<file path="src/hdl/dc_delta_bundle_decoder_macros.svh">
// ----------------------------------------------------------------------------
// DC delta bundle decoder assertion macros
// Shared concurrent assertion wrappers; they compile away when SYNTH is set.
// ----------------------------------------------------------------------------
`ifndef DC_DELTA_BUNDLE_DECODER_MACROS_SVH
`define DC_DELTA_BUNDLE_DECODER_MACROS_SVH

`ifndef SYNTH
// property must hold at every clock while out of reset
`define DCD_ASSERT(label, prop, msg) \
  label: assert property (@(posedge clk) disable iff (!rst_n) prop) else $error(msg);
// condition must never be seen while out of reset
`define DCD_NEVER(label, cond, msg) \
  label: assert property (@(posedge clk) disable iff (!rst_n) !(cond)) else $error(msg);
`else
`define DCD_ASSERT(label, prop, msg)
`define DCD_NEVER(label, cond, msg)
`endif

`endif

</file>
<file path="src/hdl/dcd_pkg.sv">
// ----------------------------------------------------------------------------
// DC delta bundle decoder package
// Shared codes, configuration and command types for the decoder modules.
// ----------------------------------------------------------------------------
`default_nettype none

package dcd_pkg;

  // chunk of entries that share one width field, clamped to 1..8
  localparam int CHUNK_SIZE = 8;
  localparam int CHUNK_EFF  = (CHUNK_SIZE < 1) ? 1 : ((CHUNK_SIZE > 8) ? 8 : CHUNK_SIZE);
  localparam int REPS_W     = 4;
  localparam logic [REPS_W-1:0] CHUNK_EFF_REPS = REPS_W'(CHUNK_EFF);

  // command queue between front and back
  localparam int CMDQ_DEPTH = 4;
  localparam int CMDQ_AW    = $clog2(CMDQ_DEPTH);
  localparam int CMDQ_CW    = $clog2(CMDQ_DEPTH + 1);

  // input request function codes
  localparam logic [1:0] FN_DATA  = 2'd0;
  localparam logic [1:0] FN_START = 2'd1;
  localparam logic [1:0] FN_END   = 2'd2;
  localparam logic [1:0] FN_FRAME = 2'd3;

  // result status codes
  localparam logic [2:0] ST_VALUE    = 3'd0;
  localparam logic [2:0] ST_SKIPPED  = 3'd1;
  localparam logic [2:0] ST_EMPTY    = 3'd2;
  localparam logic [2:0] ST_OVERFLOW = 3'd3;
  localparam logic [2:0] ST_RANGE    = 3'd4;
  localparam logic [2:0] ST_TRUNC    = 3'd5;

  // configuration register indexes
  localparam int CFG_IDX_W = 3;
  localparam logic [CFG_IDX_W-1:0] REG_COUNT_LEN   = 3'd0;
  localparam logic [CFG_IDX_W-1:0] REG_START_BITS  = 3'd1;
  localparam logic [CFG_IDX_W-1:0] REG_SIGNED_MODE = 3'd2;
  localparam logic [CFG_IDX_W-1:0] REG_CAPACITY    = 3'd3;
  localparam logic [CFG_IDX_W-1:0] REG_BIT_ORDER   = 3'd4;

  typedef struct packed {
    logic [4:0]  count_len;
    logic [4:0]  start_bits;
    logic        signed_mode;
    logic [23:0] capacity_entries;
    logic        bit_order;
  } cfg_t;

  // one command: a value repeated reps times, or a single status item
  typedef struct packed {
    logic [15:0]       value;
    logic [2:0]        status;
    logic [REPS_W-1:0] reps;
    logic              last;
  } cmd_t;

  typedef struct packed {
    logic full;
    logic empty;
  } q_stat_t;

endpackage

`default_nettype wire

</file>
<file path="src/hdl/dcd_cmd_fifo.sv">
// ----------------------------------------------------------------------------
// DCD command queue
// Short queue of decoded commands between the parser front and the result back.
// ----------------------------------------------------------------------------
`default_nettype none

module dcd_cmd_fifo (
  input  wire               clk,
  input  wire               rst_n,
  input  wire               push,
  input  dcd_pkg::cmd_t     push_cmd,
  input  wire               pop,
  output dcd_pkg::cmd_t     head,
  output dcd_pkg::q_stat_t  stat
);

  dcd_pkg::cmd_t                  mem [dcd_pkg::CMDQ_DEPTH];
  logic [dcd_pkg::CMDQ_AW-1:0]    wr_ptr_r, wr_ptr_nxt;
  logic [dcd_pkg::CMDQ_AW-1:0]    rd_ptr_r, rd_ptr_nxt;
  logic [dcd_pkg::CMDQ_CW-1:0]    cnt_r, cnt_nxt;
  logic                           do_push, do_pop;

  localparam logic [dcd_pkg::CMDQ_AW-1:0] PTR_LAST = dcd_pkg::CMDQ_AW'(dcd_pkg::CMDQ_DEPTH - 1);
  localparam logic [dcd_pkg::CMDQ_CW-1:0] CNT_FULL = dcd_pkg::CMDQ_CW'(dcd_pkg::CMDQ_DEPTH);

  assign stat.full  = (cnt_r == CNT_FULL);
  assign stat.empty = (cnt_r == '0);
  assign do_push    = push && !stat.full;
  assign do_pop     = pop && !stat.empty;
  assign head       = mem[rd_ptr_r];

  // pointer and fill count update
  always_comb begin
    wr_ptr_nxt = wr_ptr_r;
    rd_ptr_nxt = rd_ptr_r;
    cnt_nxt    = cnt_r;
    if (do_push) begin
      wr_ptr_nxt = (wr_ptr_r == PTR_LAST) ? '0 : wr_ptr_r + 1'b1;
    end
    if (do_pop) begin
      rd_ptr_nxt = (rd_ptr_r == PTR_LAST) ? '0 : rd_ptr_r + 1'b1;
    end
    if (do_push && !do_pop) begin
      cnt_nxt = cnt_r + 1'b1;
    end else if (do_pop && !do_push) begin
      cnt_nxt = cnt_r - 1'b1;
    end
  end

  always_ff @(posedge clk) begin
    if (!rst_n) begin
      wr_ptr_r <= '0;
      rd_ptr_r <= '0;
      cnt_r    <= '0;
    end else begin
      wr_ptr_r <= wr_ptr_nxt;
      rd_ptr_r <= rd_ptr_nxt;
      cnt_r    <= cnt_nxt;
    end
  end

  // storage, no reset
  always_ff @(posedge clk) begin
    if (do_push) begin
      mem[wr_ptr_r] <= push_cmd;
    end
  end

endmodule

`default_nettype wire

</file>
<file path="src/hdl/dcd_front.sv">
// ----------------------------------------------------------------------------
// DCD parser front
// Takes one request a cycle while the command queue has room, walks the bit
// fields and issues one command per request that produces results.
// ----------------------------------------------------------------------------
`default_nettype none

module dcd_front (
  input  wire                clk,
  input  wire                rst_n,
  input  dcd_pkg::cfg_t      cfg,
  input  wire                in_acc,
  input  wire  [1:0]         in_func,
  input  wire                in_bit_value,
  input  wire                in_unread_pending,
  output logic               cmd_push,
  output dcd_pkg::cmd_t      cmd
);

  typedef enum logic [2:0] {
    PH_IDLE,
    PH_COUNT,
    PH_SEED,
    PH_SEED_SIGN,
    PH_WIDTH,
    PH_DELTA,
    PH_DELTA_SIGN
  } phase_t;

  localparam logic signed [17:0] SUM_MIN = -18'sd32768;
  localparam logic signed [17:0] SUM_MAX = 18'sd32767;
  localparam logic [4:0]         FLD_MAX = 5'd16;
  localparam logic [4:0]         WIDTH_BITS = 5'd4;

  phase_t             phase_r, phase_nxt;
  logic               act_r, act_nxt;
  logic [23:0]        ew_r, ew_nxt;
  logic [15:0]        field_r, field_nxt;
  logic [4:0]         bl_r, bl_nxt;
  logic [4:0]         ft_r, ft_nxt;
  logic signed [16:0] run_r, run_nxt;
  logic [15:0]        rem_r, rem_nxt;
  logic [3:0]         cl_r, cl_nxt;
  logic [3:0]         dw_r, dw_nxt;

  logic [4:0]                  cl_eff, start_eff, seed_bits, pos_diff;
  logic [15:0]                 field_ins, field_cur;
  logic [4:0]                  bl_dec;
  logic                        field_done;
  logic [dcd_pkg::REPS_W-1:0]  chunk_min;
  logic                        ovf;
  logic [15:0]                 dmag;
  logic signed [17:0]          run_ext, dmag_ext, delta_sum;
  logic                        out_of_range;
  logic signed [16:0]          seed_signed;
  logic                        emit_go, st_go, last_flag;
  logic [dcd_pkg::REPS_W-1:0]  emit_reps;
  logic [2:0]                  st_code;
  logic [15:0]                 rem_after;
  logic [3:0]                  cl_after;

  // clamped field widths
  assign cl_eff    = (cfg.count_len > FLD_MAX) ? FLD_MAX : cfg.count_len;
  assign start_eff = (cfg.start_bits > FLD_MAX) ? FLD_MAX : cfg.start_bits;
  assign seed_bits = (start_eff > {4'b0, cfg.signed_mode}) ?
                     start_eff - {4'b0, cfg.signed_mode} : 5'd0;

  // bit insertion into the open field
  assign pos_diff   = ft_r - bl_r;
  assign field_ins  = cfg.bit_order ? {field_r[14:0], in_bit_value}
                                    : (field_r | (16'(in_bit_value) << pos_diff[3:0]));
  assign field_cur  = (bl_r != 5'd0) ? field_ins : field_r;
  assign bl_dec     = (bl_r != 5'd0) ? bl_r - 5'd1 : 5'd0;
  assign field_done = (bl_dec == 5'd0);

  // entries in the next chunk
  assign chunk_min = (rem_r < 16'(dcd_pkg::CHUNK_EFF)) ? rem_r[dcd_pkg::REPS_W-1:0]
                                                      : dcd_pkg::CHUNK_EFF_REPS;

  // buffer capacity check on the count just read
  assign ovf = ({1'b0, ew_r} + {9'b0, field_cur}) > {1'b0, cfg.capacity_entries};

  // sign-magnitude delta applied to the running value
  assign dmag         = (phase_r == PH_DELTA_SIGN) ? field_r : 16'd0;
  assign run_ext      = {run_r[16], run_r};
  assign dmag_ext     = {2'b00, dmag};
  assign delta_sum    = in_bit_value ? run_ext - dmag_ext : run_ext + dmag_ext;
  assign out_of_range = (delta_sum < SUM_MIN) || (delta_sum > SUM_MAX);

  // signed seed from magnitude and sign bit
  assign seed_signed = in_bit_value ? -$signed({1'b0, field_r}) : $signed({1'b0, field_r});

  // next state and command
  always_comb begin
    phase_nxt = phase_r;
    act_nxt   = act_r;
    ew_nxt    = ew_r;
    field_nxt = field_r;
    bl_nxt    = bl_r;
    ft_nxt    = ft_r;
    run_nxt   = run_r;
    rem_nxt   = rem_r;
    cl_nxt    = cl_r;
    dw_nxt    = dw_r;
    emit_go   = 1'b0;
    emit_reps = dcd_pkg::REPS_W'(1);
    st_go     = 1'b0;
    st_code   = dcd_pkg::ST_VALUE;
    rem_after = rem_r;
    cl_after  = cl_r;
    last_flag = 1'b0;

    if (in_acc) begin
      case (in_func)
        dcd_pkg::FN_START: begin
          phase_nxt = PH_IDLE;
          if (!act_r || in_unread_pending) begin
            st_go   = 1'b1;
            st_code = dcd_pkg::ST_SKIPPED;
          end else if (cl_eff == 5'd0) begin
            act_nxt = 1'b0;
            st_go   = 1'b1;
            st_code = dcd_pkg::ST_EMPTY;
          end else begin
            phase_nxt = PH_COUNT;
            field_nxt = '0;
            bl_nxt    = cl_eff;
            ft_nxt    = cl_eff;
          end
        end
        dcd_pkg::FN_END: begin
          if (phase_r != PH_IDLE) begin
            phase_nxt = PH_IDLE;
            st_go     = 1'b1;
            st_code   = dcd_pkg::ST_TRUNC;
          end
        end
        dcd_pkg::FN_FRAME: begin
          act_nxt   = 1'b1;
          ew_nxt    = '0;
          phase_nxt = PH_IDLE;
        end
        default: begin
          // data bit
          if (phase_r == PH_SEED_SIGN) begin
            run_nxt = seed_signed;
            emit_go = 1'b1;
          end else if (phase_r == PH_DELTA_SIGN) begin
            if (out_of_range) begin
              phase_nxt = PH_IDLE;
              st_go     = 1'b1;
              st_code   = dcd_pkg::ST_RANGE;
            end else begin
              run_nxt = delta_sum[16:0];
              emit_go = 1'b1;
            end
          end else if (phase_r != PH_IDLE) begin
            field_nxt = field_cur;
            bl_nxt    = bl_dec;
            if (field_done) begin
              if (phase_r == PH_COUNT) begin
                if (field_cur == 16'd0) begin
                  act_nxt   = 1'b0;
                  phase_nxt = PH_IDLE;
                  st_go     = 1'b1;
                  st_code   = dcd_pkg::ST_EMPTY;
                end else if (ovf) begin
                  phase_nxt = PH_IDLE;
                  st_go     = 1'b1;
                  st_code   = dcd_pkg::ST_OVERFLOW;
                end else begin
                  rem_nxt = field_cur;
                  cl_nxt  = 4'd0;
                  if (seed_bits == 5'd0) begin
                    run_nxt = '0;
                    emit_go = 1'b1;
                  end else begin
                    phase_nxt = PH_SEED;
                    field_nxt = '0;
                    bl_nxt    = seed_bits;
                    ft_nxt    = seed_bits;
                  end
                end
              end else if (phase_r == PH_SEED) begin
                if (cfg.signed_mode && (field_cur != 16'd0)) begin
                  phase_nxt = PH_SEED_SIGN;
                end else begin
                  run_nxt = $signed({1'b0, field_cur});
                  emit_go = 1'b1;
                end
              end else if (phase_r == PH_WIDTH) begin
                cl_nxt = chunk_min;
                if (field_cur == 16'd0) begin
                  // zero width: repeat the running value for the whole chunk
                  emit_go   = 1'b1;
                  emit_reps = chunk_min;
                end else begin
                  dw_nxt    = field_cur[3:0];
                  phase_nxt = PH_DELTA;
                  field_nxt = '0;
                  bl_nxt    = {1'b0, field_cur[3:0]};
                  ft_nxt    = {1'b0, field_cur[3:0]};
                end
              end else begin
                // delta magnitude complete
                if (field_cur != 16'd0) begin
                  phase_nxt = PH_DELTA_SIGN;
                end else if (out_of_range) begin
                  phase_nxt = PH_IDLE;
                  st_go     = 1'b1;
                  st_code   = dcd_pkg::ST_RANGE;
                end else begin
                  run_nxt = delta_sum[16:0];
                  emit_go = 1'b1;
                end
              end
            end
          end
        end
      endcase
    end

    // value emission: book-keeping and the next field
    if (emit_go) begin
      ew_nxt    = ew_nxt + {20'b0, emit_reps};
      rem_after = rem_nxt - {12'b0, emit_reps};
      cl_after  = (cl_nxt > emit_reps) ? cl_nxt - emit_reps : 4'd0;
      last_flag = (rem_after == 16'd0);
      rem_nxt   = rem_after;
      cl_nxt    = cl_after;
      if (last_flag) begin
        phase_nxt = PH_IDLE;
      end else if (cl_after != 4'd0) begin
        phase_nxt = PH_DELTA;
        field_nxt = '0;
        bl_nxt    = {1'b0, dw_nxt};
        ft_nxt    = {1'b0, dw_nxt};
      end else begin
        phase_nxt = PH_WIDTH;
        field_nxt = '0;
        bl_nxt    = WIDTH_BITS;
        ft_nxt    = WIDTH_BITS;
      end
    end

    cmd_push   = emit_go || st_go;
    cmd.value  = emit_go ? run_nxt[15:0] : 16'd0;
    cmd.status = emit_go ? dcd_pkg::ST_VALUE : st_code;
    cmd.reps   = emit_go ? emit_reps : dcd_pkg::REPS_W'(1);
    cmd.last   = emit_go ? last_flag : 1'b1;
  end

  always_ff @(posedge clk) begin
    if (!rst_n) begin
      phase_r <= PH_IDLE;
      act_r   <= 1'b0;
      ew_r    <= '0;
      field_r <= '0;
      bl_r    <= '0;
      ft_r    <= '0;
      run_r   <= '0;
      rem_r   <= '0;
      cl_r    <= '0;
      dw_r    <= '0;
    end else begin
      phase_r <= phase_nxt;
      act_r   <= act_nxt;
      ew_r    <= ew_nxt;
      field_r <= field_nxt;
      bl_r    <= bl_nxt;
      ft_r    <= ft_nxt;
      run_r   <= run_nxt;
      rem_r   <= rem_nxt;
      cl_r    <= cl_nxt;
      dw_r    <= dw_nxt;
    end
  end

endmodule

`default_nettype wire

</file>
<file path="src/hdl/dcd_back.sv">
// ----------------------------------------------------------------------------
// DCD result back
// Expands queued commands into single results and holds them in the output
// register until popped.
// ----------------------------------------------------------------------------
`default_nettype none

`include "dc_delta_bundle_decoder_macros.svh"

module dcd_back (
  input  wire                      clk,
  input  wire                      rst_n,
  input  dcd_pkg::cmd_t            q_head,
  input  dcd_pkg::q_stat_t         q_stat,
  output logic                     q_pop,
  output logic                     out_empty,
  input  wire                      out_pop,
  output logic signed [15:0]       out_dc_value,
  output logic [2:0]               out_status,
  output logic                     out_last
);

  logic                        out_valid_r;
  logic [15:0]                 value_r;
  logic [2:0]                  status_r;
  logic                        last_r;
  logic [dcd_pkg::REPS_W-1:0]  sent_r, sent_nxt;
  logic                        slot_free, issue, final_rep;

  // output slot frees up when empty or being popped
  assign slot_free = !out_valid_r || out_pop;
  assign issue     = slot_free && !q_stat.empty;
  assign final_rep = ((sent_r + 1'b1) == q_head.reps);
  assign q_pop     = issue && final_rep;
  assign sent_nxt  = final_rep ? '0 : sent_r + 1'b1;

  assign out_empty    = !out_valid_r;
  assign out_dc_value = $signed(value_r);
  assign out_status   = status_r;
  assign out_last     = last_r;

  always_ff @(posedge clk) begin
    if (!rst_n) begin
      out_valid_r <= 1'b0;
      sent_r      <= '0;
    end else begin
      if (issue) begin
        out_valid_r <= 1'b1;
        sent_r      <= sent_nxt;
      end else if (out_pop) begin
        out_valid_r <= 1'b0;
      end
    end
  end

  // result payload
  always_ff @(posedge clk) begin
    if (issue) begin
      value_r  <= q_head.value;
      status_r <= q_head.status;
      last_r   <= q_head.last && final_rep;
    end
  end

  `DCD_ASSERT(a_sent_below_reps, !q_stat.empty |-> (sent_r < q_head.reps), "repeat count overrun")
  `DCD_ASSERT(a_reps_in_range, !q_stat.empty |-> (q_head.reps != '0 && q_head.reps <= dcd_pkg::CHUNK_EFF_REPS), "bad repeat count")
  `DCD_NEVER(a_status_single, !q_stat.empty && q_head.status != dcd_pkg::ST_VALUE && (q_head.reps != dcd_pkg::REPS_W'(1) || !q_head.last), "status request not single and last")
  `DCD_NEVER(a_idle_sent, q_stat.empty && sent_r != '0, "partial burst with empty queue")

endmodule

`default_nettype wire

</file>
<file path="src/hdl/dc_delta_bundle_decoder.sv">
// ----------------------------------------------------------------------------
// DC delta bundle decoder
// Bit-serial decoder for a bundle of 16-bit DC values with chunked deltas.
//
//   channel  | handshake          | payload
//   ---------+--------------------+-----------------------------------------
//   input    | in_push / in_full  | in_func, in_bit_value, in_unread_pending
//   result   | out_empty / out_pop| out_dc_value, out_status, out_last
//   config   | cfg_we             | cfg_index, cfg_wdata
//
// One request is taken every cycle while the four-entry command queue has room.
// A result passes through the command queue and the output register; the
// register gives one result a cycle while out_pop frees it, so a zero-width
// chunk (up to eight repeats from one command) fills the queue and backs up
// in_full while it drains. Reset is synchronous; there is no clearing pass.
// ----------------------------------------------------------------------------
`default_nettype none

module dc_delta_bundle_decoder (
  input  wire                              clk,
  input  wire                              rst_n,
  input  wire                              in_push,
  output logic                             in_full,
  input  wire  [1:0]                       in_func,
  input  wire                              in_bit_value,
  input  wire                              in_unread_pending,
  output logic                             out_empty,
  input  wire                              out_pop,
  output logic signed [15:0]               out_dc_value,
  output logic [2:0]                       out_status,
  output logic                             out_last,
  input  wire                              cfg_we,
  input  wire  [dcd_pkg::CFG_IDX_W-1:0]    cfg_index,
  input  wire  [23:0]                      cfg_wdata
);

  dcd_pkg::cfg_t     cfg_r;
  dcd_pkg::cmd_t     cmd, q_head;
  dcd_pkg::q_stat_t  q_stat;
  logic              cmd_push, q_pop, in_acc;

  assign in_full = q_stat.full;
  assign in_acc  = in_push && !q_stat.full;

  // configuration registers
  always_ff @(posedge clk) begin
    if (!rst_n) begin
      cfg_r.count_len        <= 5'd10;
      cfg_r.start_bits       <= 5'd11;
      cfg_r.signed_mode      <= 1'b0;
      cfg_r.capacity_entries <= 24'd65536;
      cfg_r.bit_order        <= 1'b0;
    end else if (cfg_we) begin
      case (cfg_index)
        dcd_pkg::REG_COUNT_LEN:   cfg_r.count_len        <= cfg_wdata[4:0];
        dcd_pkg::REG_START_BITS:  cfg_r.start_bits       <= cfg_wdata[4:0];
        dcd_pkg::REG_SIGNED_MODE: cfg_r.signed_mode      <= cfg_wdata[0];
        dcd_pkg::REG_CAPACITY:    cfg_r.capacity_entries <= cfg_wdata;
        dcd_pkg::REG_BIT_ORDER:   cfg_r.bit_order        <= cfg_wdata[0];
        default: ;
      endcase
    end
  end

  dcd_front u_front (
    .clk               (clk),
    .rst_n             (rst_n),
    .cfg               (cfg_r),
    .in_acc            (in_acc),
    .in_func           (in_func),
    .in_bit_value      (in_bit_value),
    .in_unread_pending (in_unread_pending),
    .cmd_push          (cmd_push),
    .cmd               (cmd)
  );

  dcd_cmd_fifo u_cmdq (
    .clk      (clk),
    .rst_n    (rst_n),
    .push     (cmd_push),
    .push_cmd (cmd),
    .pop      (q_pop),
    .head     (q_head),
    .stat     (q_stat)
  );

  dcd_back u_back (
    .clk          (clk),
    .rst_n        (rst_n),
    .q_head       (q_head),
    .q_stat       (q_stat),
    .q_pop        (q_pop),
    .out_empty    (out_empty),
    .out_pop      (out_pop),
    .out_dc_value (out_dc_value),
    .out_status   (out_status),
    .out_last     (out_last)
  );

endmodule

`default_nettype wire

</file>
<file path="config.mk">
export PLATFORM = sky130hd
export DESIGN_NAME = dc_delta_bundle_decoder
export DESIGN_NICKNAME = d
export VERILOG_FILES = /design/src/hdl/dcd_pkg.sv /design/src/hdl/dcd_cmd_fifo.sv /design/src/hdl/dcd_front.sv /design/src/hdl/dcd_back.sv /design/src/hdl/dc_delta_bundle_decoder.sv
export VERILOG_INCLUDE_DIRS = /design/src /design/src/hdl
export SDC_FILE = /design/constraint.sdc
export NUM_CORES = 1
export LEC_CHECK = 0
export BUFFER_PORTS_ARGS = -buffer_cell sky130_fd_sc_hd__buf_2
export CORE_ASPECT_RATIO = 0.6
export CORE_UTILIZATION = 38
export CTS_CLUSTER_SIZE = 24
export DETAILED_ROUTE_END_ITERATION = 7
export PLACE_DENSITY = 0.6
export SYNTH_ARGS = -nofsm -noshare
export SYNTH_HDL_FRONTEND = slang
export SYNTH_HIERARCHICAL = 1
export SYNTH_SLANG_ARGS = --single-unit
export TNS_END_PERCENT = 10
</file>
<file path="constraint.sdc">
create_clock -name clk -period 10.6 [get_ports clk]
set_input_delay 1.59 -clock clk [delete_from_list [all_inputs] [get_ports clk]]
set_output_delay 1.59 -clock clk [all_outputs]
set_load 0.02 [all_outputs]
</file>
Yosys cells after proc, flatten, opt, wreduce, memory -nomap -nowiden
Memory sizes are Yosys's and may differ from the RTL's. A register that Yosys moved wholly into a read port is not among the register bits.
Cells that the tools add are included.
{"block": "word_totals", "ram_bits": 96, "in_bits": 36, "register_bits": 163, "output_inout_bits": 22, "wordCells": 351, "mem_count": 1}
{"block": "op_classes", "addsub": 15, "eq_ne": 31, "n_reduce_logical": 51, "bitwise_logic": 3, "n_mux": 217, "order_cmp": 8, "shift": 1}
{"memory": "u_cmdq.mem", "depth": 4, "width": 24, "read_ports": 1, "rd_clocked_by_memory_dff": 1, "wr": 1, "line_no": "dcd_cmd_fifo.sv:17", "text": "dcd_pkg::cmd_t mem [dcd_pkg::CMDQ_DEPTH];"}
{"op": "16-bit two-way mux", "n": 32}
{"op": "17-bit two-way mux", "n": 14}
{"op": "5-bit two-way mux", "n": 36}
{"op": "4-bit two-way mux", "n": 37}
{"op": "3-bit two-way mux", "n": 35}
{"op": "24-bit two-way mux", "n": 3}
{"op": "1-bit two-way mux", "n": 46}
{"op": "16-bit zero test", "n": 2}
{"op": "16-bit one-hot mux with 2 select lines", "n": 1}
{"op": "24-bit by 16-bit adder with 25-bit output", "n": 1}
{"op": "25-bit by 24-bit greater-than comparator with 1-bit output", "n": 1}
{"op": "24-bit by 4-bit adder with 24-bit output", "n": 1}
{"op": "3-bit nonzero test", "n": 7}
{"op": "5-bit one-hot mux with 2 select lines", "n": 2}
{"op": "10-bit AND reduction", "n": 2}
{"op": "17-bit by 17-bit adder with 18-bit output", "n": 1}
{"op": "18-bit by 16-bit greater-than comparator with 1-bit output, second input constant", "n": 1}
{"op": "18-bit by 16-bit < comparator with 1-bit output, second input constant", "n": 1}
{"op": "18-bit two-way mux", "n": 1}
{"op": "9-bit by 6-bit inequality test with 1-bit output, second input constant", "n": 2}
{"op": "3-bit one-hot mux with 3 select lines", "n": 2}
{"op": "17-bit by 17-bit subtractor with 18-bit output", "n": 1}
{"op": "16-bit negator with 17-bit output", "n": 1}
{"op": "16-bit by 4-bit < comparator with 1-bit output, second input constant", "n": 1}
{"op": "46 further kinds", "n": 95}

Depth between registers and ports, before layout
Gate-level depths: netlist of run 1.
{"block": "depth", "depth_word": 23, "depth_mapped": 48, "depth_no_buf": 44}

Hierarchy
Netlist of run 1, hierarchy kept.
{"mod": "dcd_front", "seq_area_each_um2": 1881.8, "area_per_inst_um2": 11666.2, "cells_per_inst": 1622, "n_inst": 1}
{"mod": "dcd_cmd_fifo", "seq_area_each_um2": 3062.9, "area_per_inst_um2": 3966.3, "cells_per_inst": 177, "n_inst": 1}
{"mod": "dc_delta_bundle_decoder", "seq_area_each_um2": 720.7, "area_per_inst_um2": 1502.7, "cells_per_inst": 152, "n_inst": 1}
{"mod": "dcd_back", "seq_area_each_um2": 700.7, "area_per_inst_um2": 930.9, "cells_per_inst": 52, "n_inst": 1}

Worst setup path before layout of run 1
Ideal clock, no wire load.
{"block": "synth_path", "kind": "input to register", "start": "in in_bit_value", "end": "reg u_front.ft_r[3]", "slack_ns": 0.943, "cell_stages": 42, "setup_time_ns": 0.070, "t_arrival_ns": 9.587, "n_path_buf": 2, "cell_sequence": "nand2b_1 -> nor2_1 -> nand2_1 -> o221ai_2 -> ha_1 -> a21o_1 -> a21oi_1 -> o21bai_1 -> a21oi_1 -> nor2b_1 -> o21a_1 -> o21ai_0 -> a21o_1 -> a211oi_1 -> a41o_1 -> a21o_1 -> and4_1 -> xor2_1 -> [... 6 more ...] -> nand2_1 -> a21oi_2 -> buf_6 -> clkbuf_1 -> mux2i_1 -> ha_1 -> inv_1 -> fa_1 -> a21o_1 -> a21oi_1 -> nand2_1 -> nor3_1 -> a31oi_1 -> a2111oi_2 -> o2111a_1 -> a31oi_4 -> or4_1 -> a21boi_1"}
{"block": "synth_via", "elab_chain_cells": 21, "word_cells_on_any_way": 87, "cone_classes": "3 x add/sub; 4 x order compare; 1 x shift; 72 x mux; 1 x bitwise; 6 x reduce/logical"}
{"element": "start: declaration", "line_no": "dc_delta_bundle_decoder.sv:25", "text": "input wire in_bit_value,"}
{"element": "branches (longest 20 deep; another with 24-bit by 16-bit adder with 25-bit output)"}
{"element": "5-bit two-way mux *", "line_no": "dcd_front.sv:224", "text": "if (emit_go) begin"}
{"element": "end signal: assignment", "line_no": "dcd_front.sv:271", "text": "ft_r <= ft_nxt;"}
{"element": "end: declaration", "line_no": "dcd_front.sv:40", "text": "logic [4:0] ft_r, ft_nxt;"}
Every way passes the cells marked *.
A chain may end at the register's enable or synchronous reset.

Worst setup path after layout of run 1
{"block": "layout_path", "start": "reg u_front.bl_r[1]", "end": "reg u_front.field_r[8]"}
{"block": "layout_via", "elab_chain_cells": 20, "word_cells_on_any_way": 64, "cone_classes": "4 x add/sub; 1 x order compare; 1 x shift; 51 x mux; 1 x bitwise; 6 x reduce/logical"}
{"element": "start: declaration", "line_no": "dcd_front.sv:39", "text": "logic [4:0] bl_r, bl_nxt;"}
{"element": "start signal: assignment", "line_no": "dcd_front.sv:270", "text": "bl_r <= bl_nxt;"}
{"element": "4-bit subtractor", "line_no": "dcd_front.sv:69", "text": "assign pos_diff = ft_r - bl_r;"}
{"element": "1-bit by 4-bit << shifter with 16-bit output", "line_no": "dcd_front.sv:71", "text": ": (field_r | (16'(in_bit_value) << pos_diff[3:0]));"}
{"element": "16-bit bitwise OR", "line_no": "dcd_front.sv:71"}
{"element": "16-bit two-way mux", "line_no": "dcd_front.sv:70", "text": "assign field_ins = cfg.bit_order ? {field_r[14:0], in_bit_value}"}
{"element": "16-bit two-way mux", "line_no": "dcd_front.sv:72", "text": "assign field_cur = (bl_r != 5'd0) ? field_ins : field_r;"}
{"element": "24-bit by 16-bit adder with 25-bit output or 16-bit zero test (tied branches)", "line_no": "dcd_front.sv:81, dcd_front.sv:162, dcd_front.sv:193"}
{"element": "25-bit by 24-bit greater-than comparator with 1-bit output or 4-bit two-way mux (tied branches)", "line_no": "dcd_front.sv:81, dcd_front.sv:193"}
{"element": "16-bit two-way mux or 4-bit two-way mux (tied branches)", "line_no": "dcd_front.sv:167, dcd_front.sv:191"}
{"element": "[... 4 more ...]"}
{"element": "16-bit two-way mux or 4-bit two-way mux (tied branches)", "line_no": "dcd_front.sv:148", "text": "end else if (phase_r == PH_DELTA_SIGN) begin"}
{"element": "16-bit two-way mux or 4-bit two-way mux (tied branches)", "line_no": "dcd_front.sv:145", "text": "if (phase_r == PH_SEED_SIGN) begin"}
{"element": "16-bit two-way mux or 4-bit two-way mux (tied branches)", "line_no": "dcd_front.sv:114", "text": "case (in_func)"}
{"element": "16-bit two-way mux or 4-bit two-way mux (tied branches)", "line_no": "dcd_front.sv:113", "text": "if (in_acc) begin"}
{"element": "16-bit by 4-bit subtractor with 16-bit output", "line_no": "dcd_front.sv:226", "text": "rem_after = rem_nxt - {12'b0, emit_reps};"}
{"element": "16-bit zero test", "line_no": "dcd_front.sv:228", "text": "last_flag = (rem_after == 16'd0);"}
{"element": "16-bit two-way mux", "line_no": "dcd_front.sv:231", "text": "if (last_flag) begin"}
{"element": "16-bit two-way mux *", "line_no": "dcd_front.sv:224"}
{"element": "end signal: assignment", "line_no": "dcd_front.sv:269", "text": "field_r <= field_nxt;"}
{"element": "end: declaration", "line_no": "dcd_front.sv:38", "text": "logic [15:0] field_r, field_nxt;"}
Mark *: on every way between the ends. The rest lies on a longest branch, timed or not.

==> results of run 1 <==
cells by family (layout without fill, tap and decap cells):
family	count (synthesis)	in the layout	synth area share [%]
adders and majority gates	96	96	6.94
xor gates and xnor gates	108	108	5.58
DFF	260	260	35.2
muxes	86	86	6.51
and+or+nand+nor	741	741	20.4
AOI/OAI and AO/OA	524	524	20.7
buffers and inverters	188	243	4.63
critical path: cells and delay by family (launching register included):
family	cells	cell delay [ns]
AO/OA/AOI/OAI	23	4.99
XOR/XNOR	2	0.32
adder cells (fa/ha/maj)	4	1.06
buffers and inverters	4	0.87
flip-flops	1	0.39
multiplexers	1	0.27
AND/OR/NAND/NOR	8	2.12
cell type report:
type / instances / area (µm²)
Multi-Input combinational cell: 1555 / 10900
Clock inverter: 14 / 214
Tap cell: 630 / 788
Timing Repair Buffer: 111 / 693
Fill cell: 4571 / 26600
Sequential cell: 260 / 6370
Inverter: 83 / 312
Clock buffer: 35 / 747
routing by layer:
| metal | vias to the layer above | track usage, % | part of all wire (%) |
|---|---|---|---|
| met5 | - | 0 | 0.022 |
| met4 | 2 | 3.76 | 1.2 |
| met3 | 69 | 6.91 | 12 |
| met2 | 819 | 31.8 | 37 |
| met1 | 7779 | 39.2 | 50 |
| li1 | 7423 | - | - |
final timing paths:
kind	from	end	slack, ns	cells past startpoint
hold / removal	cfg_r[15]	cfg_r[15]	0.46	2
hold reg to reg	cfg_r[15]	cfg_r[15]	0.46	2
setup / recovery	u_front/bl_r[1]	u_front/field_r[8]	0.46	42
setup reg to reg	u_front/bl_r[1]	u_front/field_r[8]	0.46	42
state kept, by name, indices dropped and copies added (netlist names), 4 cells and up, named ones only:
register / flops
u_front/field_r: 16
u_front/cl_r: 4
u_back/out_dc_value: 16
u_front/bl_r: 5
u_front/run_r: 17
u_cmdq/mem: 96
u_front/ft_r: 4
u_back/sent_r: 4
cfg_r: 36
u_front/ew_r: 24
u_front/dw_r: 4
u_front/rem_r: 16
metrics by stage:
stage          util, %  setup slack (ns)  total power [mW]
2_1_floorplan        -             0.943              1.48
3_3_place_gp      40.8             0.777              1.64
3_5_place_dp      40.8             0.423              1.64
4_1_cts           42.9             0.523              2.70
5_1_grt           42.9           0.00632              2.79
6_report          42.9             0.464              2.69
power groups by stage:
stage               sequential (mW)  combinational [mW]  clock [mW]
finish                         1.11               0.526        1.05
global route                   1.12               0.561        1.11
CTS                            1.11               0.512        1.07
detailed placement             1.13               0.509           0
global placement               1.13               0.507           0
floorplan                      1.15               0.329           0
cells in the final DEF, fill, tap and decap left out, types with 10 or more instances in the layout:
cell type,count
buf_4,55
o22ai_1,12
nand2b_1,26
a211oi_1,12
edfxtp_1,116
buf_2,56
nor2b_1,41
a221oi_1,12
nor2_1,169
o21a_1,22
mux4_2,21
o31ai_1,14
nand3_1,41
a21o_1,25
xnor2_1,63
a22oi_1,22
or3_1,15
nor4_1,14
xor2_1,39
mux2i_1,58
a31oi_1,18
ha_1,89
nand4_1,19
o211ai_1,17
o21ai_0,111
o211a_1,10
inv_1,82
clkbuf_16,28
dfxtp_1,144
a21oi_1,114
a21boi_0,19
nand2_1,241
and3_1,20
and2_1,43
nor3_1,50
==> metrics.yaml, run 1 <==
timing:
  hold_slack_ns: 0.457
  slew_headroom_pct: 14.3
  setup_violations: 0
  period_share_pct: 95.6
  tightest_slew_ns: 1.28
  fin_crit_ns: 10.14
  timing.fmax_ghz: 0.0987
  grt_setup_unrepaired: "no"
  finClkSkew_ns: 0.0104
  fin_setup_tns_ns: 0
  drv_slew: 0
  finalHoldViolCount: 0
place:
  dp.final_hpwl_um: 45200
  port_buffers: 57
  dp_cells: 2639
  place_area_um2: 19000
  gp_congestion: 0.960
yosys:
  synth_edf_count: 116
  synth.avg_cell_area_um2: 9.02
  yosysMostFrequentCell: "nand2_1"
  synthArstFlopShare_pct: 0
  yosysTopAreaCell: "edfxtp_1"
  netlist_area_um2: 18100
  synthFlopType: "dfxtp_1"
  yosys-top-cells-area: "edfxtp_1, dfxtp_1, ha_1"
  yosys_warnings: 6
  ys_ff_latch: 260
  synthTopCellsByCount: "nand2_1, nor2_1, dfxtp_1"
  synth_top_area_share_pct: 19.3
  seq_area_frac_synth_pct: 35.2
  ys_types: 115
  syn_inst: 2003
  syn_nets: 2135
power:
  p_leak_nw: 7.69
  vdd_drop_max_uv: 117
  swShare_pct: 29.9
  power_frac_clock_pct: 39.1
  pwr-share-comb_pct: 19.6
  p_int_mw: 1.88
  power_density_nw_per_um2: 134
  pwr-share-seq_pct: 41.4
  netSwitchingPower_mw: 0.805
worst_setup_path:
  worstSetupPathType: "reg -> reg"
  cp_slowest_stage_delay_ns: 0.73
  cp-end-kind: "flop"
  cp.arrival_ns: 10.63
  cp_common_cell: "a21o_1"
  required_ns: 11.10
  worstPathMaxFanout: 16
  slowest_stage: "or4b_2"
  worst_setup_path_start_kind: "flop"
die:
  die_h_um: 171
  rows: 61
  pin_count: 58
  die_w_um: 283
  core_region_area_um2: 46600
  start_util_pct: 38.7
  die_area_um2: 48400
detailed_routing:
  drc: 0
  ant_nets: 0
  vias: 16100
  drt-initial-drc-count: 1938
  wl_um: 60200
  first_pass_iters: 6
  routedWlPerCell_um: 22.4
  via_per_inst: 5.99
layout:
  antenna_cells: 0
  nets: 2170
  drive_above_1_share_pct: 11.8
  area_growth_pct: 10.8
  fin_area_um2: 20000
  instances_no_fill: 2688
clock_tree:
  htreeDepth: 1
  insertion_delay_ns: 0.57
  ctsResizeCount: 0
  post-cts-setup-buffer-count: 0
  clkTransAtPathRegs_ns: 0.06
  hold_buffers: 0
  cts_made_buffers: 27
  tritoncts: "yes"
  cts.path.max_buffers: 3
  cts.sinks: 260
  root_buffer: "clkbuf_16"
global_route:
  grt_pass1_vias: 14700
  overflow: 0
  antenna_found_initial: 1
  grt_pass1_wl_um: 91200
  grt_max_degree: 86
  grt_util_all_layers_pct: 24.5
flow_run:
  drv_cap: 0
outcome:
  status: "complete, no violations"
worst_hold_path:
  hold_path_class: "reg -> reg"
No activity file was read; power rests on OpenSTA's default activity.
==> run 2: changes to the inputs <==
--- a/config.mk
+++ b/config.mk
@@ -7,13 +7,14 @@
 export NUM_CORES = 1
 export LEC_CHECK = 0
 export BUFFER_PORTS_ARGS = -buffer_cell sky130_fd_sc_hd__buf_2
+export CELL_PAD_IN_SITES_DETAIL_PLACEMENT = 2
+export CELL_PAD_IN_SITES_GLOBAL_PLACEMENT = 2
 export CORE_ASPECT_RATIO = 0.6
 export CORE_UTILIZATION = 38
 export CTS_CLUSTER_SIZE = 24
 export DETAILED_ROUTE_END_ITERATION = 7
-export PLACE_DENSITY = 0.6
+export PLACE_DENSITY = 0.85
 export SYNTH_ARGS = -nofsm -noshare
 export SYNTH_HDL_FRONTEND = slang
-export SYNTH_HIERARCHICAL = 1
 export SYNTH_SLANG_ARGS = --single-unit
 export TNS_END_PERCENT = 10
==> run 2 against run 1 <==
  * Combinational power up 78%
  * Final cell count is 0.82% lower
  * Global-route usage is 9.4 points higher
  * Synthesized cell count fell by 0.95%
  * Largest power group unchanged
  * Maximum frequency down 2.1%
  * Largest cell class unchanged
  * Total power increased by 15%
  * Routed wire length grew 35%
  * Worst setup slack got worse by 0.22 ns
  * Clock skew rose by 0.0027 ns
  * Via count is 6.4% higher
  * Sequential cell count stayed put
==> metrics.yaml, run 2 <==
worst_setup_path:
  worstSetupPathType: "reg -> reg"
  cp_slowest_stage_delay_ns: 0.76
  cp_common_cell: "ha_1"
  slowest_stage: "or4b_2"
  worst_setup_path_start_kind: "flop"
  cp-end-kind: "flop"
  worstPathMaxFanout: 10
  cp.arrival_ns: 10.77
  required_ns: 11.01
timing:
  drv_slew: 0
  fin_crit_ns: 10.36
  finalHoldViolCount: 0
  setup_violations: 0
  fin_setup_tns_ns: 0
  period_share_pct: 97.7
  grt_setup_unrepaired: "yes"
  finClkSkew_ns: 0.0131
  slew_headroom_pct: 18.6
  tightest_slew_ns: 1.21
  timing.fmax_ghz: 0.0965
layout:
  regMostFlops: "u_cmdq.mem"
  multi_input_area_um2: 10500
  regArea_um2: 6370
  post-route-util_pct: 43.5
  nets: 2157
  area_growth_pct: 12.2
  top_regs: "u_cmdq.mem (96), cfg_r (36), u_front.ew_r (24)"
  largest_register_ffs: 96
  layout_commonest_cell: "nand2_1"
  drive_above_1_share_pct: 13.6
  most-common-layout-cells: "nand2_1, nor2_1, a21oi_1"
  num-fill-cells: 4986
clock_tree:
  tritoncts: "yes"
  cts.path.max_buffers: 3
  htreeDepth: 1
  clkTransAtPathRegs_ns: 0.07
  cts_made_buffers: 27
  hold_buffers: 0
  insertion_delay_ns: 0.59
  cts.sinks: 260
  root_buffer: "clkbuf_16"
global_route:
  grt_pass1_wl_um: 119000
  grt_util_all_layers_pct: 33.9
  grt_max_degree: 65
  overflow: 0
  grt_pass1_vias: 17900
  antenna_found_initial: 6
place:
  gp_congestion: 0.999
  port_buffers: 57
  dp.final_hpwl_um: 61100
yosys:
  yosysTopAreaCell: "edfxtp_1"
  ys_types: 89
  synth.avg_cell_area_um2: 8.81
  netlist_area_um2: 17500
  yosysMostFrequentCell: "nand2_1"
  muxShareOfSynthArea_pct: 6.36
  synth_top_area_share_pct: 19.9
  synth_top_family_by_area: "compound AO/OA/AOI/OAI gates"
  yosys-top-cells-area: "edfxtp_1, dfxtp_1, ha_1"
  ys_ff_latch: 260
  synth_compound_area_share_pct: 21.4
  syn_inst: 1984
  yosys.area_share.simple_pct: 18.3
  synth_fa_ha_area_share_pct: 7.24
  syn_nets: 2117
  synthFlopType: "dfxtp_1"
  synth_edf_count: 116
  yosys_warnings: 0
  synthArstFlopShare_pct: 0
  synthXorXnorAreaFrac_pct: 5.61
  synthTopCellsByCount: "nand2_1, nor2_1, a21oi_1"
  seq_area_frac_synth_pct: 36.4
detailed_routing:
  vias: 17100
  wl_um: 81200
  drc: 0
  drt-initial-drc-count: 1795
  first_pass_iters: 6
  ant_nets: 0
  routedWlPerCell_um: 30.5
  via_per_inst: 6.42
outcome:
  status: "complete, no violations"
worst_hold_path:
  hold_path_class: "reg -> reg"
die:
  start_util_pct: 38.7
  die_w_um: 279
  pin_count: 58
  core_region_area_um2: 45100
  die_area_um2: 46900
  rows: 60
  die_h_um: 168
power:
  power_density_nw_per_um2: 157
  p_leak_nw: 7.11
  vdd_drop_max_uv: 142
flow_run:
  drv_cap: 0
run 2: cell count changes after synthesis, moves of 18 or more:
| cell | previous run | this run |
|---|---|---|
| a21oi_1 | 115 | 152 |
| a211oi_1 | 12 | 31 |
| nor2b_1 | 41 | 17 |
| mux2i_1 | 59 | 41 |
| nand2_1 | 241 | 220 |
| o21ai_0 | 111 | 90 |
| clkbuf_1 | 71 | 101 |
| nor3_1 | 50 | 80 |
| and2_1 | 43 | 21 |
run 2: power by group:
group          internal (mW)  switching (mW)  total (mW)
Combinational          0.269           0.669       0.938
Clock                  0.526           0.448       0.974
Sequential              1.13          0.0508        1.18
Total                   1.92            1.17        3.09
run 2: logic make-up (layout without fill, tap and decap cells):
logic type,count (synthesis),count (layout)
mux,79,79
compound gates,552,553
buf+inv,206,265
flops,260,260
xor+xnor,112,112
fa+ha+maj,97,97
other cells,0,2
simple gates,678,678
run 2: per-layer routing:
metal,global-route usage (%),up-vias,share of wire (%)
li1,-,7408,-
met1,48.2,8763,44
met2,49.6,825,42
met3,10.8,118,12
met4,8.03,6,2.1
met5,0,-,0.032
run 2: final cells by class:
cell class,count,area share (%)
flip-flops and latches,260,32.4
inverters,86,1.65
well taps,620,3.95
clock buffers,32,3.59
diodes,2,0.0255
repair buffers,130,4.27
multi-input cells,1519,53.3
clock inverters,17,0.784
run 2: per-stage QoR:
step | setup slack [ns] | power, mW | cell area (µm²) | std cells | hold WS, ns
final | 0.242 | 3.09 | 19600 | 2666 | 0.460
after global placement | 0.0156 | 2.04 | 18600 | 2613 | 0.447
after CTS | 0.0394 | 3.06 | 19500 | 2662 | 0.462
after floorplan | 0.0514 | 1.70 | 17500 | 1984 | 0.436
after detailed placement | -0.917 | 2.08 | 18600 | 2613 | 0.452
after global routing | -0.111 | 3.17 | 19600 | 2664 | 0.486
run 2: final timing paths:
kind                   startpoint                 end  slack [ns]  cells after the start
setup / recovery  u_front.bl_r[0]  u_front.phase_r[0]        0.24                     37
hold / removal          cfg_r[15]           cfg_r[15]        0.46                      2
setup reg to reg  u_front.bl_r[0]  u_front.phase_r[0]        0.24                     37
hold reg to reg         cfg_r[15]           cfg_r[15]        0.46                      2
run 2: worst max-delay path: cells and delay by family, from the launching register on:
kind            cells  cell delay (ns)
compound gates     18             4.90
simple gates        8             2.37
mux                 1             0.29
fa+ha+maj           4             1.25
buf+inv             5             0.81
flops               1             0.39
xor+xnor            1             0.16
run 2: what timing repair did:
| item | 4_1_cts | 5_1_grt |
|---|---|---|
| pin swaps | 0 | 2 |
| gates resized for setup | 6 | 17 |
| cloned | 0 | 1 |
| buffers inserted | 0 | 1 |
| endpoints found under the setup margin | 29 | 34 |
